File: config.mk
export PLATFORM = sky130hd
export DESIGN_NAME = vibration_peak_classifier
export DESIGN_NICKNAME = d
export VERILOG_FILES = /design/src/hdl/vpc_pkg.sv /design/src/hdl/vpc_squarer.sv /design/src/hdl/vpc_window_ram.sv /design/src/hdl/vpc_classify.sv /design/src/hdl/vibration_peak_classifier.sv
export SDC_FILE = /design/constraint.sdc
export NUM_CORES = 2
export LEC_CHECK = 0
export BUFFER_PORTS_ARGS = -buffer_cell sky130_fd_sc_hd__buf_4
export CAP_MARGIN = 20
export CORE_MARGIN = 2
export CORE_UTILIZATION = 50
export CTS_BUF_LIST = sky130_fd_sc_hd__clkbuf_4 sky130_fd_sc_hd__clkbuf_8 sky130_fd_sc_hd__clkbuf_16
export CTS_CLUSTER_SIZE = 40
export DETAILED_ROUTE_END_ITERATION = 10
export PLACE_DENSITY_LB_ADDON = 0.1
export RECOVER_POWER = 50
export REMOVE_ABC_BUFFERS = 1
export SLEW_MARGIN = 25
export SYNTH_ARGS = -nofsm -noshare
export SYNTH_HDL_FRONTEND = slang
export SYNTH_SLANG_ARGS = --single-unit
export TNS_END_PERCENT = 30
File: constraint.sdc
create_clock -name clk_i -period 8.83 [get_ports clk_i]
set_input_delay 1.766 -clock clk_i [delete_from_list [all_inputs] [get_ports clk_i]]
set_output_delay 1.766 -clock clk_i [all_outputs]
set_load 0.01 [all_outputs]
File: src/hdl/vpc_pkg.sv
package vpc_pkg;

  localparam int unsigned WINDOW_LEN_DEF = 50;

  localparam int unsigned AXIS_W = 16;
  localparam int unsigned OP_W   = AXIS_W + 1;
  localparam int unsigned SQ_W   = 32;
  localparam int unsigned MAG_W  = 34;
  localparam int unsigned RATE_W = 7;
  localparam int unsigned LVL_W  = 16;

  localparam int unsigned IN_DATA_W  = 48;
  localparam int unsigned OUT_DATA_W = 48;
  localparam int unsigned OUT_PAD_W  = OUT_DATA_W - MAG_W - RATE_W;

  localparam int unsigned CFG_ADDR_W = 3;
  localparam int unsigned CFG_DATA_W = 16;

  localparam logic [CFG_ADDR_W-1:0] REG_BASE_X        = 3'd0;
  localparam logic [CFG_ADDR_W-1:0] REG_BASE_Y        = 3'd1;
  localparam logic [CFG_ADDR_W-1:0] REG_BASE_Z        = 3'd2;
  localparam logic [CFG_ADDR_W-1:0] REG_SUSPECT_LEVEL = 3'd3;
  localparam logic [CFG_ADDR_W-1:0] REG_FISH_LEVEL    = 3'd4;
  localparam logic [CFG_ADDR_W-1:0] REG_BLOWUP_LEVEL  = 3'd5;
  localparam logic [CFG_ADDR_W-1:0] REG_NOISE_LEVEL   = 3'd6;
  localparam logic [CFG_ADDR_W-1:0] REG_NOISE_RATE    = 3'd7;

  localparam logic [LVL_W-1:0]  SUSPECT_LEVEL_RST = 16'd4915;
  localparam logic [LVL_W-1:0]  FISH_LEVEL_RST    = 16'd19661;
  localparam logic [LVL_W-1:0]  BLOWUP_LEVEL_RST  = 16'd57344;
  localparam logic [LVL_W-1:0]  NOISE_LEVEL_RST   = 16'd32768;
  localparam logic [RATE_W-1:0] NOISE_RATE_RST    = 7'd20;
  localparam logic [RATE_W-1:0] RATE_MAX          = 7'd127;

  localparam logic [1:0] SGN_NONE = 2'd0;
  localparam logic [1:0] SGN_POS  = 2'd1;
  localparam logic [1:0] SGN_NEG  = 2'd2;

  localparam logic [2:0] STEP_DX    = 3'd0;
  localparam logic [2:0] STEP_DY    = 3'd1;
  localparam logic [2:0] STEP_DZ    = 3'd2;
  localparam logic [2:0] STEP_NOISE = 3'd3;
  localparam logic [2:0] STEP_BLOW  = 3'd4;
  localparam logic [2:0] STEP_FISH  = 3'd5;
  localparam logic [2:0] STEP_SUSP  = 3'd6;
  localparam logic [2:0] STEP_FLUSH = 3'd7;

  typedef enum logic [1:0] {
    ROD_IDLE    = 2'd0,
    ROD_SUSPECT = 2'd1,
    ROD_FISH    = 2'd2,
    ROD_BLOWUP  = 2'd3
  } rod_state_e;

  typedef struct packed {
    logic             flag;
    logic [MAG_W-1:0] mag;
  } entry_t;

  typedef struct packed {
    logic [SQ_W-1:0] noise_sq;
    logic [SQ_W-1:0] blowup_sq;
    logic [SQ_W-1:0] fish_sq;
    logic [SQ_W-1:0] suspect_sq;
  } thr_t;

endpackage

File: src/hdl/vpc_squarer.sv
module vpc_squarer (
  input  logic                             clk_i,
  input  logic signed [vpc_pkg::OP_W-1:0] op_i,
  output logic [vpc_pkg::SQ_W-1:0]        sq_o
);

  logic signed [2*vpc_pkg::OP_W-1:0] prod;
  logic [vpc_pkg::SQ_W-1:0]          sq_q;

  assign prod = op_i * op_i;

  // |op| <= 65535, so the square always fits in 32 bits
  always_ff @(posedge clk_i) begin
    sq_q <= prod[vpc_pkg::SQ_W-1:0];
  end

  assign sq_o = sq_q;

endmodule

File: src/hdl/vpc_window_ram.sv
module vpc_window_ram #(
  parameter int unsigned DEPTH = vpc_pkg::WINDOW_LEN_DEF,
  parameter int unsigned AW    = $clog2(DEPTH)
) (
  input  logic            clk_i,
  input  logic            we_i,
  input  logic [AW-1:0]   waddr_i,
  input  vpc_pkg::entry_t wdata_i,
  input  logic [AW-1:0]   raddr_i,
  output vpc_pkg::entry_t rdata_o
);

  vpc_pkg::entry_t mem [DEPTH];
  vpc_pkg::entry_t rdata_q;

  always_ff @(posedge clk_i) begin
    if (we_i) begin
      mem[waddr_i] <= wdata_i;
    end
    rdata_q <= mem[raddr_i];
  end

  assign rdata_o = rdata_q;

endmodule

File: src/hdl/vpc_classify.sv
module vpc_classify (
  input  logic [vpc_pkg::MAG_W-1:0]  peak_i,
  input  logic [vpc_pkg::RATE_W-1:0] rate_i,
  input  logic [vpc_pkg::RATE_W-1:0] noise_rate_i,
  input  vpc_pkg::thr_t              thr_i,
  output vpc_pkg::rod_state_e        rod_state_o
);

  logic [vpc_pkg::MAG_W-1:0] noise_sq;
  logic [vpc_pkg::MAG_W-1:0] blowup_sq;
  logic [vpc_pkg::MAG_W-1:0] fish_sq;
  logic [vpc_pkg::MAG_W-1:0] suspect_sq;

  assign noise_sq   = vpc_pkg::MAG_W'(thr_i.noise_sq);
  assign blowup_sq  = vpc_pkg::MAG_W'(thr_i.blowup_sq);
  assign fish_sq    = vpc_pkg::MAG_W'(thr_i.fish_sq);
  assign suspect_sq = vpc_pkg::MAG_W'(thr_i.suspect_sq);

  always_comb begin
    priority if (rate_i > noise_rate_i && peak_i < noise_sq) begin
      rod_state_o = vpc_pkg::ROD_IDLE;
    end else if (peak_i > blowup_sq) begin
      rod_state_o = vpc_pkg::ROD_BLOWUP;
    end else if (peak_i > fish_sq) begin
      rod_state_o = vpc_pkg::ROD_FISH;
    end else if (peak_i > suspect_sq) begin
      rod_state_o = vpc_pkg::ROD_SUSPECT;
    end else begin
      rod_state_o = vpc_pkg::ROD_IDLE;
    end
  end

endmodule

File: src/hdl/vibration_peak_classifier.sv
// Vibration peak classifier.
// Input stream: one three-axis sample per transfer on s_axis. Output stream:
// one result per sample on m_axis once WINDOW_LEN samples have been seen;
// earlier samples only fill the window and give no transfer.
// Per sample the block takes the baselines off, squares the three deviations
// and the four thresholds on one shared squarer, writes magnitude and X
// crossing flag into the window RAM, then, once the window has filled,
// scans the whole window through the RAM read port, one entry a cycle,
// and classifies.
// s_axis_tready is high only between samples. A finished result sits in an
// output register, so the next sample is taken while it waits; if m_axis is
// still stalled when that sample is classified, the block holds there.
// Reset clears the fill count, the write slot, the X sign history and the
// output valid and loads the register defaults; the RAM is not cleared, as
// no entry is read before the window has filled.
// Config writes (cfg_we_i) are taken at any time and must come while idle.
module vibration_peak_classifier #(
  parameter int unsigned WINDOW_LEN = vpc_pkg::WINDOW_LEN_DEF
) (
  input  logic                                clk_i,
  input  logic                                rst_ni,
  input  logic                                s_axis_tvalid,
  output logic                                s_axis_tready,
  // accel_x, accel_y, accel_z
  input  logic [vpc_pkg::IN_DATA_W-1:0]       s_axis_tdata,
  output logic                                m_axis_tvalid,
  input  logic                                m_axis_tready,
  // peak_mag_sq, crossing_rate, zero pad
  output logic [vpc_pkg::OUT_DATA_W-1:0]      m_axis_tdata,
  // rod_state
  output logic [1:0]                          m_axis_tuser,
  input  logic                                cfg_we_i,
  input  logic [vpc_pkg::CFG_ADDR_W-1:0]      cfg_addr_i,
  input  logic [vpc_pkg::CFG_DATA_W-1:0]      cfg_wdata_i
);

  localparam int unsigned AW  = $clog2(WINDOW_LEN);
  localparam int unsigned FW  = $clog2(WINDOW_LEN + 1);
  localparam int unsigned CW  = $clog2(WINDOW_LEN);
  localparam int unsigned RFW = CW + 8;

  typedef enum logic [5:0] {
    ST_IDLE  = 6'b000001,
    ST_CALC  = 6'b000010,
    ST_WRITE = 6'b000100,
    ST_SCAN  = 6'b001000,
    ST_DRAIN = 6'b010000,
    ST_CLASS = 6'b100000
  } state_e;

  state_e state_q, state_d;

  // configuration
  logic [vpc_pkg::LVL_W-1:0]  base_x_q, base_y_q, base_z_q;
  logic [vpc_pkg::LVL_W-1:0]  suspect_level_q, fish_level_q, blowup_level_q, noise_level_q;
  logic [vpc_pkg::RATE_W-1:0] noise_rate_q;

  always_ff @(posedge clk_i or negedge rst_ni) begin
    if (!rst_ni) begin
      base_x_q        <= '0;
      base_y_q        <= '0;
      base_z_q        <= '0;
      suspect_level_q <= vpc_pkg::SUSPECT_LEVEL_RST;
      fish_level_q    <= vpc_pkg::FISH_LEVEL_RST;
      blowup_level_q  <= vpc_pkg::BLOWUP_LEVEL_RST;
      noise_level_q   <= vpc_pkg::NOISE_LEVEL_RST;
      noise_rate_q    <= vpc_pkg::NOISE_RATE_RST;
    end else if (cfg_we_i) begin
      unique case (cfg_addr_i)
        vpc_pkg::REG_BASE_X:        base_x_q        <= cfg_wdata_i;
        vpc_pkg::REG_BASE_Y:        base_y_q        <= cfg_wdata_i;
        vpc_pkg::REG_BASE_Z:        base_z_q        <= cfg_wdata_i;
        vpc_pkg::REG_SUSPECT_LEVEL: suspect_level_q <= cfg_wdata_i;
        vpc_pkg::REG_FISH_LEVEL:    fish_level_q    <= cfg_wdata_i;
        vpc_pkg::REG_BLOWUP_LEVEL:  blowup_level_q  <= cfg_wdata_i;
        vpc_pkg::REG_NOISE_LEVEL:   noise_level_q   <= cfg_wdata_i;
        vpc_pkg::REG_NOISE_RATE:    noise_rate_q    <= cfg_wdata_i[vpc_pkg::RATE_W-1:0];
        default: ;
      endcase
    end
  end

  // input capture
  logic                              in_fire;
  logic signed [vpc_pkg::OP_W-1:0]   dx_c, dy_c, dz_c;
  logic signed [vpc_pkg::OP_W-1:0]   dx_q, dy_q, dz_q;
  logic [1:0]                        sign_c;
  logic [1:0]                        prev_sign_q;
  logic                              flag_q;

  assign s_axis_tready = (state_q == ST_IDLE);
  assign in_fire       = s_axis_tvalid && s_axis_tready;

  assign dx_c = {s_axis_tdata[15], s_axis_tdata[15:0]}  - {base_x_q[15], base_x_q};
  assign dy_c = {s_axis_tdata[31], s_axis_tdata[31:16]} - {base_y_q[15], base_y_q};
  assign dz_c = {s_axis_tdata[47], s_axis_tdata[47:32]} - {base_z_q[15], base_z_q};

  always_comb begin
    if (dx_c[vpc_pkg::OP_W-1]) begin
      sign_c = vpc_pkg::SGN_NEG;
    end else if (dx_c != '0) begin
      sign_c = vpc_pkg::SGN_POS;
    end else begin
      sign_c = vpc_pkg::SGN_NONE;
    end
  end

  always_ff @(posedge clk_i or negedge rst_ni) begin
    if (!rst_ni) begin
      prev_sign_q <= vpc_pkg::SGN_NONE;
    end else if (in_fire) begin
      prev_sign_q <= sign_c;
    end
  end

  always_ff @(posedge clk_i) begin
    if (in_fire) begin
      dx_q   <= dx_c;
      dy_q   <= dy_c;
      dz_q   <= dz_c;
      flag_q <= (sign_c == vpc_pkg::SGN_POS && prev_sign_q == vpc_pkg::SGN_NEG) ||
                (sign_c == vpc_pkg::SGN_NEG && prev_sign_q == vpc_pkg::SGN_POS);
    end
  end

  // shared squarer: deviations, then thresholds; the product is registered
  logic [2:0]                      step_q;
  logic signed [vpc_pkg::OP_W-1:0] sq_op;
  logic [vpc_pkg::SQ_W-1:0]        sq_res;
  logic [vpc_pkg::MAG_W-1:0]       mag_q;
  vpc_pkg::thr_t                   thr_q;

  always_comb begin
    unique case (step_q)
      vpc_pkg::STEP_DX:    sq_op = dx_q;
      vpc_pkg::STEP_DY:    sq_op = dy_q;
      vpc_pkg::STEP_DZ:    sq_op = dz_q;
      vpc_pkg::STEP_NOISE: sq_op = {1'b0, noise_level_q};
      vpc_pkg::STEP_BLOW:  sq_op = {1'b0, blowup_level_q};
      vpc_pkg::STEP_FISH:  sq_op = {1'b0, fish_level_q};
      vpc_pkg::STEP_SUSP:  sq_op = {1'b0, suspect_level_q};
      default:             sq_op = '0;
    endcase
  end

  vpc_squarer u_squarer (
    .clk_i (clk_i),
    .op_i  (sq_op),
    .sq_o  (sq_res)
  );

  always_ff @(posedge clk_i or negedge rst_ni) begin
    if (!rst_ni) begin
      step_q <= vpc_pkg::STEP_DX;
    end else if (in_fire) begin
      step_q <= vpc_pkg::STEP_DX;
    end else if (state_q == ST_CALC) begin
      step_q <= step_q + 3'd1;
    end
  end

  always_ff @(posedge clk_i) begin
    if (state_q == ST_CALC) begin
      unique case (step_q)
        vpc_pkg::STEP_DY:    mag_q <= vpc_pkg::MAG_W'(sq_res);
        vpc_pkg::STEP_DZ:    mag_q <= mag_q + vpc_pkg::MAG_W'(sq_res);
        vpc_pkg::STEP_NOISE: mag_q <= mag_q + vpc_pkg::MAG_W'(sq_res);
        vpc_pkg::STEP_BLOW:  thr_q.noise_sq   <= sq_res;
        vpc_pkg::STEP_FISH:  thr_q.blowup_sq  <= sq_res;
        vpc_pkg::STEP_SUSP:  thr_q.fish_sq    <= sq_res;
        vpc_pkg::STEP_FLUSH: thr_q.suspect_sq <= sq_res;
        default: ;
      endcase
    end
  end

  // window store: write newest, then scan from oldest
  logic [AW-1:0]     slot_q, slot_d;
  logic [FW-1:0]     fill_q;
  logic              full_next;
  logic [AW-1:0]     rd_ptr_q;
  logic [AW-1:0]     scan_cnt_q;
  logic              rd_vld_q, rd_first_q;
  vpc_pkg::entry_t   wr_entry, rd_entry;
  logic [vpc_pkg::MAG_W-1:0] peak_q;
  logic [CW-1:0]     count_q;

  assign slot_d    = (slot_q == AW'(WINDOW_LEN - 1)) ? '0 : slot_q + 1'b1;
  assign full_next = (fill_q == FW'(WINDOW_LEN)) || (fill_q == FW'(WINDOW_LEN - 1));
  assign wr_entry  = '{flag: flag_q, mag: mag_q};

  vpc_window_ram #(
    .DEPTH (WINDOW_LEN),
    .AW    (AW)
  ) u_window_ram (
    .clk_i   (clk_i),
    .we_i    (state_q == ST_WRITE),
    .waddr_i (slot_q),
    .wdata_i (wr_entry),
    .raddr_i (rd_ptr_q),
    .rdata_o (rd_entry)
  );

  always_ff @(posedge clk_i or negedge rst_ni) begin
    if (!rst_ni) begin
      slot_q <= '0;
      fill_q <= '0;
    end else if (state_q == ST_WRITE) begin
      slot_q <= slot_d;
      if (fill_q != FW'(WINDOW_LEN)) begin
        fill_q <= fill_q + 1'b1;
      end
    end
  end

  always_ff @(posedge clk_i or negedge rst_ni) begin
    if (!rst_ni) begin
      rd_vld_q   <= 1'b0;
      rd_first_q <= 1'b0;
    end else begin
      rd_vld_q   <= (state_q == ST_SCAN);
      rd_first_q <= (state_q == ST_SCAN) && (scan_cnt_q == '0);
    end
  end

  always_ff @(posedge clk_i) begin
    if (state_q == ST_WRITE) begin
      rd_ptr_q   <= slot_d;
      scan_cnt_q <= '0;
      peak_q     <= '0;
      count_q    <= '0;
    end else begin
      if (state_q == ST_SCAN) begin
        rd_ptr_q   <= (rd_ptr_q == AW'(WINDOW_LEN - 1)) ? '0 : rd_ptr_q + 1'b1;
        scan_cnt_q <= scan_cnt_q + 1'b1;
      end
      if (rd_vld_q) begin
        if (rd_entry.mag > peak_q) begin
          peak_q <= rd_entry.mag;
        end
        // the oldest flag looks back past the window
        if (!rd_first_q && rd_entry.flag) begin
          count_q <= count_q + 1'b1;
        end
      end
    end
  end

  // classification and output register
  logic [RFW-1:0]             rate_full;
  logic [vpc_pkg::RATE_W-1:0] rate_c;
  vpc_pkg::rod_state_e        rod_c;
  logic                       out_load;
  logic                       out_vld_q;
  logic [vpc_pkg::MAG_W-1:0]  out_peak_q;
  logic [vpc_pkg::RATE_W-1:0] out_rate_q;
  vpc_pkg::rod_state_e        out_rod_q;

  assign rate_full = RFW'(count_q) << 1;
  assign rate_c    = (rate_full > RFW'(vpc_pkg::RATE_MAX)) ? vpc_pkg::RATE_MAX
                                                          : rate_full[vpc_pkg::RATE_W-1:0];

  vpc_classify u_classify (
    .peak_i       (peak_q),
    .rate_i       (rate_c),
    .noise_rate_i (noise_rate_q),
    .thr_i        (thr_q),
    .rod_state_o  (rod_c)
  );

  assign out_load = (state_q == ST_CLASS) && (!out_vld_q || m_axis_tready);

  always_ff @(posedge clk_i or negedge rst_ni) begin
    if (!rst_ni) begin
      out_vld_q <= 1'b0;
    end else if (out_load) begin
      out_vld_q <= 1'b1;
    end else if (m_axis_tready) begin
      out_vld_q <= 1'b0;
    end
  end

  always_ff @(posedge clk_i) begin
    if (out_load) begin
      out_peak_q <= peak_q;
      out_rate_q <= rate_c;
      out_rod_q  <= rod_c;
    end
  end

  assign m_axis_tvalid = out_vld_q;
  assign m_axis_tdata  = {{vpc_pkg::OUT_PAD_W{1'b0}}, out_rate_q, out_peak_q};
  assign m_axis_tuser  = out_rod_q;

  // sequencer
  always_comb begin
    state_d = state_q;
    unique case (state_q)
      ST_IDLE:  if (in_fire) state_d = ST_CALC;
      ST_CALC:  if (step_q == vpc_pkg::STEP_FLUSH) state_d = ST_WRITE;
      ST_WRITE: state_d = full_next ? ST_SCAN : ST_IDLE;
      ST_SCAN:  if (scan_cnt_q == AW'(WINDOW_LEN - 1)) state_d = ST_DRAIN;
      ST_DRAIN: state_d = ST_CLASS;
      ST_CLASS: if (out_load) state_d = ST_IDLE;
      default:  state_d = ST_IDLE;
    endcase
  end

  always_ff @(posedge clk_i or negedge rst_ni) begin
    if (!rst_ni) begin
      state_q <= ST_IDLE;
    end else begin
      state_q <= state_d;
    end
  end

  a_no_result_before_full : assert property (@(posedge clk_i) disable iff (!rst_ni)
    $rose(m_axis_tvalid) |-> fill_q == FW'(WINDOW_LEN))
    else $error("result before window filled");

  a_peak_covers_newest : assert property (@(posedge clk_i) disable iff (!rst_ni)
    state_q == ST_CLASS |-> peak_q >= mag_q)
    else $error("peak below newest magnitude");

  a_count_bound : assert property (@(posedge clk_i) disable iff (!rst_ni)
    state_q == ST_CLASS |-> 32'(count_q) < WINDOW_LEN)
    else $error("crossing count exceeds window pairs");

  a_scan_precedes_class : assert property (@(posedge clk_i) disable iff (!rst_ni)
    state_q == ST_DRAIN |-> $past(state_q) == ST_SCAN && !rd_first_q)
    else $error("drain without full scan");

endmodule

## Word level (Yosys, flattened, before mapping)

Memory sizes are Yosys's and may differ from the RTL's. A register that Yosys moved wholly into a read port is not among the register bits.
Cells that the tools add are included.

| word-level totals | value |
|---|---|
| memories kept | 1 |
| register bits after elaboration | 486 |
| ROM bits | 0 |
| bits in writable memories | 1,750 |
| input port bits | 72 |
| bits in latches | 0 |
| output and inout bits | 52 |

Memory list:

| name | depth | bits a word | read ports | clocked after Yosys merged registers in | wr ports | line | text |
|---|---|---|---|---|---|---|---|
| u_window_ram.mem | 50 | 35 | 1 | 1 | 1 | vpc_window_ram.sv:13 | `vpc_pkg::entry_t mem [DEPTH];` |

| operators by class | value |
|---|---|
| shifts and indexed selects | 0 |
| muxes and demuxes | 24 |
| divide/modulo/power cells | 0 |
| $add $sub $neg | 10 |
| order comparisons | 7 |
| equal/unequal tests | 34 |
| bitwise gates (word level) | 0 |
| multipliers | 1 |
| reduce and logical (&&, ||, !) cells | 38 |

Operator list:

| operator | count |
|---|---|
| one-hot mux 17 bit (7 select lines) | 1 |
| > comparator 34 x 32 -> 1 bit | 3 |
| one-hot mux 34 bit (2 select lines) | 1 |
| subtractor 16 x 16 -> 17 bit | 3 |
| two-way mux 6 bit | 8 |
| equality test 6 bit (second input constant) | 6 |
| one-hot mux 6 bit (6 select lines) | 1 |
| adder 34 x 32 -> 34 bit | 1 |
| > comparator 34 bit | 1 |
| < comparator 34 x 32 -> 1 bit | 1 |
| multiplier 17 x 17 -> 32 bit | 1 |
| AND reduction 2 bit | 16 |
| adder 6 x 1 -> 6 bit (second input constant) | 5 |
| equality test 3 bit (second input constant) | 8 |
| nonzero test 17 bit | 1 |
| equality test 3 x 2 -> 1 bit (second input constant) | 4 |
| nonzero test 2 bit | 4 |
| > comparator 7 bit | 1 |
| > comparator 7 bit (second input constant) | 1 |
| logical AND 1 bit | 7 |
| two-way mux 7 bit | 1 |
| equality test 3 x 1 -> 1 bit (second input constant) | 2 |
| equality test 6 x 1 -> 1 bit (second input constant) | 1 |
| equality test 6 x 2 -> 1 bit (second input constant) | 1 |
| other kinds (19) | 35 |

## Logic depth before layout (Yosys ltp)

| logic depth | value |
|---|---|
| depth after elaboration | 7 |
| gate-level depth with buffers | 34 |
| mapped depth without buffers | 31 |

## Modules after synthesis

A second synthesis with hierarchy kept.

| unflattened totals | value |
|---|---|
| cell total of the unflattened synthesis | 6,332 |
| area, all modules | 102,452.0 µm² |

Modules (own cells, without submodules):

| module | area an instance (µm²) | cells an instance | sequential area each (µm²) | instances |
|---|---|---|---|---|
| vpc_window_ram | 67,455.9 | 2,977 | 53,251.1 | 1 |
| vibration_peak_classifier | 21,645.8 | 1,839 | 12,444.4 | 1 |
| vpc_squarer | 9,955.8 | 1,034 | 620.6 | 1 |
| vpc_classify | 3,394.5 | 482 | 0.0 | 1 |

## Worst setup path after synthesis

No wires, ideal clock.

| timing path | value |
|---|---|
| kind | reg-to-reg |
| start point | register step_q[2] |
| end point | register u_squarer.sq_q (netlist bit u_squarer.sq_o[31]) |
| setup time | 0.072 ns |
| path slack | 0.930 ns |
| period minus slack after synthesis | 7.900 ns |
| path buffers | 5 |
| arrival time | 7.828 ns |
| stages on the path, launching flop included | 32 |
| cells stage by stage | dfrtp_1 clkbuf_1 clkinv_1 ha_1 clkbuf_1 a32o_1 a311o_1 clkbuf_1 inv_1 clkbuf_1 nor2_1 fa_1 inv_1 fa_1 inv_1 fa_1 fa_1 fa_1 inv_1 fa_1 inv_1 ha_1 clkbuf_1 a21oi_1 o211ai_1 a32o_1 o21a_1 a31o_2 o41ai_1 o21bai_1 a21oi_1 xnor2_1 |

| between the ends | value |
|---|---|
| longest elaborated chain between the ends | 3 |
| elaborated cells on any way between the ends | 9 |
| those cells by class | 1 x mul; 6 x eq/ne; 1 x mux; 1 x reduce/logical |

Ends and longest elaborated chain:

| item | line | text |
|---|---|---|
| start, declared | vibration_peak_classifier.sv:127 | `logic [2:0] step_q;` |
| start signal, assigned | vibration_peak_classifier.sv:154 | `step_q <= vpc_pkg::STEP_DX;` |
| start signal, assigned | vibration_peak_classifier.sv:156 | `step_q <= vpc_pkg::STEP_DX;` |
| start signal, assigned | vibration_peak_classifier.sv:158 | `step_q <= step_q + 3'd1;` |
| equality test 3 bit, or another cell as far along | vibration_peak_classifier.sv:134 | `unique case (step_q)` |
| one-hot mux 17 bit (7 select lines) * | vibration_peak_classifier.sv:134 |  |
| multiplier 17 x 17 -> 32 bit * | vpc_squarer.sv:10 | `assign prod = op_i * op_i;` |
| via u_squarer.prod, one bit | vpc_squarer.sv:7 | `logic signed [2*vpc_pkg::OP_W-1:0] prod;` |
| end signal, assigned | vpc_squarer.sv:14 | `sq_q <= prod[vpc_pkg::SQ_W-1:0];` |
| end, declared | vpc_squarer.sv:8 | `logic [vpc_pkg::SQ_W-1:0] sq_q;` |

The timed path passes the listed nets; every way through them passes the cells marked *.
A chain may end at the register's enable or synchronous reset.

## Worst setup path after layout

| timing path | value |
|---|---|
| start point | register step_q[0] |
| end point | register u_squarer.sq_q (netlist bit u_squarer.sq_o[31]) |

Same word-level chain as after synthesis.

==> flow_summary.json <==
{
  "drv_slew": 1993,
  "max_slew_margin_pct": -212,
  "end_kind": "register",
  "reg2regPathDepth": 28,
  "worst_slew_pin_slew_ns": 4.68,
  "num-nets-final": 6858,
  "drc": 0,
  "clk_latency_ns": 0.89,
  "status": "finished with violations",
  "viasPerCell": 5.82,
  "grt.total_usage_pct": 24.4,
  "slowest_delay_ns": 0.55,
  "cp_slowest_cell": "fa_1",
  "ios": 124,
  "cts.sinks": 2265,
  "fin_cells": 9063,
  "dieWidth_um": 454,
  "cts_resized": 0,
  "avgSynthCellArea_um2": 17.2,
  "gp_congestion": 0.888,
  "post_drt_wl_per_cell_um": 27.2,
  "timing.final.crit_share_pct": 93.3,
  "violations": "capacitance limit, slew limit",
  "drt_iter0_markers": 4723,
  "setup_violations": 0,
  "wl_um": 247000,
  "rsz0062_at_grt": "no",
  "grt_start_max_net_pins": 129,
  "hp-class": "reg2reg",
  "final_area_um2": 114000,
  "post-place-cells": 8631,
  "syn-cell-area_um2": 101000,
  "ys_ff_latch": 2265,
  "hold_viol": 0,
  "antenna_found_initial": 13,
  "cts_buffers": 227,
  "final_core_util_pct": 56.5,
  "synth_edf_count": 2008,
  "skew_ns": 0.0832,
  "cts_setup_buffers": 0,
  "yosys_warnings": 0,
  "grt.overflow.total": 0,
  "cp.arrival_ns": 9.01,
  "worstPathMaxFanout": 12,
  "tns_ns": 0,
  "cts_htree_levels": 4,
  "synthArstFlopShare_pct": 6.40,
  "die_h_um": 454,
  "ys.flop_type": "edfxtp_1",
  "fin_crit_ns": 8.24,
  "synth_area_leader_cell": "edfxtp_1",
  "netlist_instances": 5902,
  "drv_cap": 39,
  "num_vias": 52700,
  "syn2layout_area_growth_pct": 12.4,
  "place_area_um2": 106000,
  "start_util_pct": 50.2,
  "first_pass_iters": 5,
  "layout_common_cells": "edfxtp_1, inv_1, mux4_2, ha_1, nand2_1",
  "path_clk_slew_ns": 0.06,
  "final_common_cell": "edfxtp_1",
  "place_hpwl_um": 156000,
  "cts_tree": "yes",
  "ant_nets": 0,
  "grt_pass1_wl_um": 365000,
  "io_buffer_count": 115,
  "cts_hold_buf": 0,
  "path_class": "reg2reg",
  "row_count": 165,
  "cpMostUsedCell": "fa_1",
  "yosysSeqAreaShare_pct": 65.3,
  "cts_buffer_depth": 3,
  "yosysTopAreaCellShare_pct": 59.5,
  "whs_path_depth": 1,
  "yosys-top-cells-area": "edfxtp_1, mux4_2, fa_1",
  "die_area_um2": 206000,
  "coreArea_um2": 202000,
  "grt_pass1_vias": 54600,
  "fmax_ghz": 0.121,
  "start_kind": "register",
  "ys_types": 74,
  "drive_above_1_share_pct": 21.6,
  "cts_root_buffer": "clkbuf_16",
  "required_ns": 9.61
}
[flip-flops by register name (all words and copies together), names as in the netlist, 17 cells and up]
| signal | flops |
|---|---|
| dy_q | 17 |
| u_squarer.sq_o | 31 |
| dx_q | 17 |
| peak_q | 34 |
| dz_q | 17 |
| thr_q | 124 |
| out_peak_q | 34 |
| u_window_ram.rdata_o | 35 |
| mag_q | 34 |
| u_window_ram.mem | 1750 |
[layout make-up]
cell class | instances | area [µm²]
repair buffers | 274 | 1960
fillers | 15600 | 87900
multi-input cells | 2808 | 32400
flip-flops and latches | 2265 | 66200
clock buffers | 286 | 6180
clock inverters | 143 | 1630
inverters | 613 | 2300
diodes | 2 | 5.00
well taps | 2672 | 3340
[critical path, delay by kind of cell, from the launching register on]
family	cells	cell delay, ns
compound gates	9	2.07
simple gates	4	1.05
xor+xnor	1	0.13
fa+ha+maj	8	3.73
buf+inv	6	0.79
flops	1	0.43
[cell usage after synthesis, types with 7 or more instances]
| cell type | instances |
|---|---|
| a211oi_1 | 16 |
| a21boi_0 | 7 |
| a21o_1 | 84 |
| a21oi_1 | 122 |
| a22oi_1 | 12 |
| a31oi_1 | 13 |
| and3_1 | 13 |
| and4_1 | 9 |
| buf_1 | 56 |
| buf_4 | 8 |
| clkbuf_1 | 155 |
| dfrtp_1 | 123 |
| dfstp_2 | 22 |
| dfxtp_1 | 112 |
| edfxtp_1 | 2008 |
| fa_1 | 258 |
| ha_1 | 339 |
| inv_1 | 609 |
| mux2_2 | 140 |
| mux2i_1 | 37 |
| mux4_2 | 560 |
| nand2_1 | 288 |
| nand2b_1 | 23 |
| nand3_1 | 46 |
| nand4_1 | 54 |
| nor2_1 | 269 |
| nor2b_1 | 33 |
| nor3_1 | 39 |
| o211ai_1 | 9 |
| o21a_1 | 19 |
| o21ai_0 | 158 |
| o21bai_1 | 7 |
| o22ai_1 | 9 |
| o31ai_1 | 9 |
| or2_2 | 7 |
| or3_1 | 14 |
| xnor2_1 | 89 |
| xor2_1 | 33 |
[path summary, 6_finish.rpt]
| check | from | endpoint | slack (ns) |
|---|---|---|---|
| min reg2reg | fill_q[5]$_DFFE_PN0P_ | fill_q[5]$_DFFE_PN0P_ | 0.47 |
| min | fill_q[5]$_DFFE_PN0P_ | fill_q[5]$_DFFE_PN0P_ | 0.47 |
| max reg2reg | step_q[0]$_DFFE_PN0P_ | u_squarer.sq_o[31]$_DFF_P_ | 0.59 |
| max in group asynchronous | rst_ni | step_q[2]$_DFFE_PN0P_ | 3.29 |
| max | step_q[0]$_DFFE_PN0P_ | u_squarer.sq_o[31]$_DFF_P_ | 0.59 |
| min in group asynchronous | rst_ni | base_y_q[3]$_DFFE_PN0P_ | 2.59 |
[routing by layer]
metal	track usage [%]	vias to the layer above	wire, µm
li1	-	23000	-
met1	33.9	28000	105000
met2	40.9	1447	123000
met3	3.36	300	12800
met4	5.92	0	5890
met5	0	-	0
[cell families (layout without fill, tap and decap cells)]
| kind of cell | count (synthesis) | count (layout) | synth area share [%] |
|---|---|---|---|
| and+or+nand+nor | 833 | 833 | 3.74 |
| muxes | 737 | 737 | 14.4 |
| other | 1 | 10 | 0.00370 |
| xor gates and xnor gates | 122 | 122 | 1.05 |
| DFF | 2265 | 2265 | 65.3 |
| buffers and inverters | 836 | 1316 | 3.13 |
| AOI/OAI and AO/OA | 511 | 511 | 3.15 |
| adders and majority gates | 597 | 597 | 9.28 |
[stage by stage]
step                      hold WS, ns  worst slack, ns
after floorplan                 0.430            -9.95
after global placement          0.464            0.791
after detailed placement        0.466            0.650
after CTS                       0.475            0.617
after global routing            0.492            0.198
final                           0.473            0.593
Power is not shown: default switching activity piles up to over one toggle a cycle in this logic, so the estimate is an artifact.
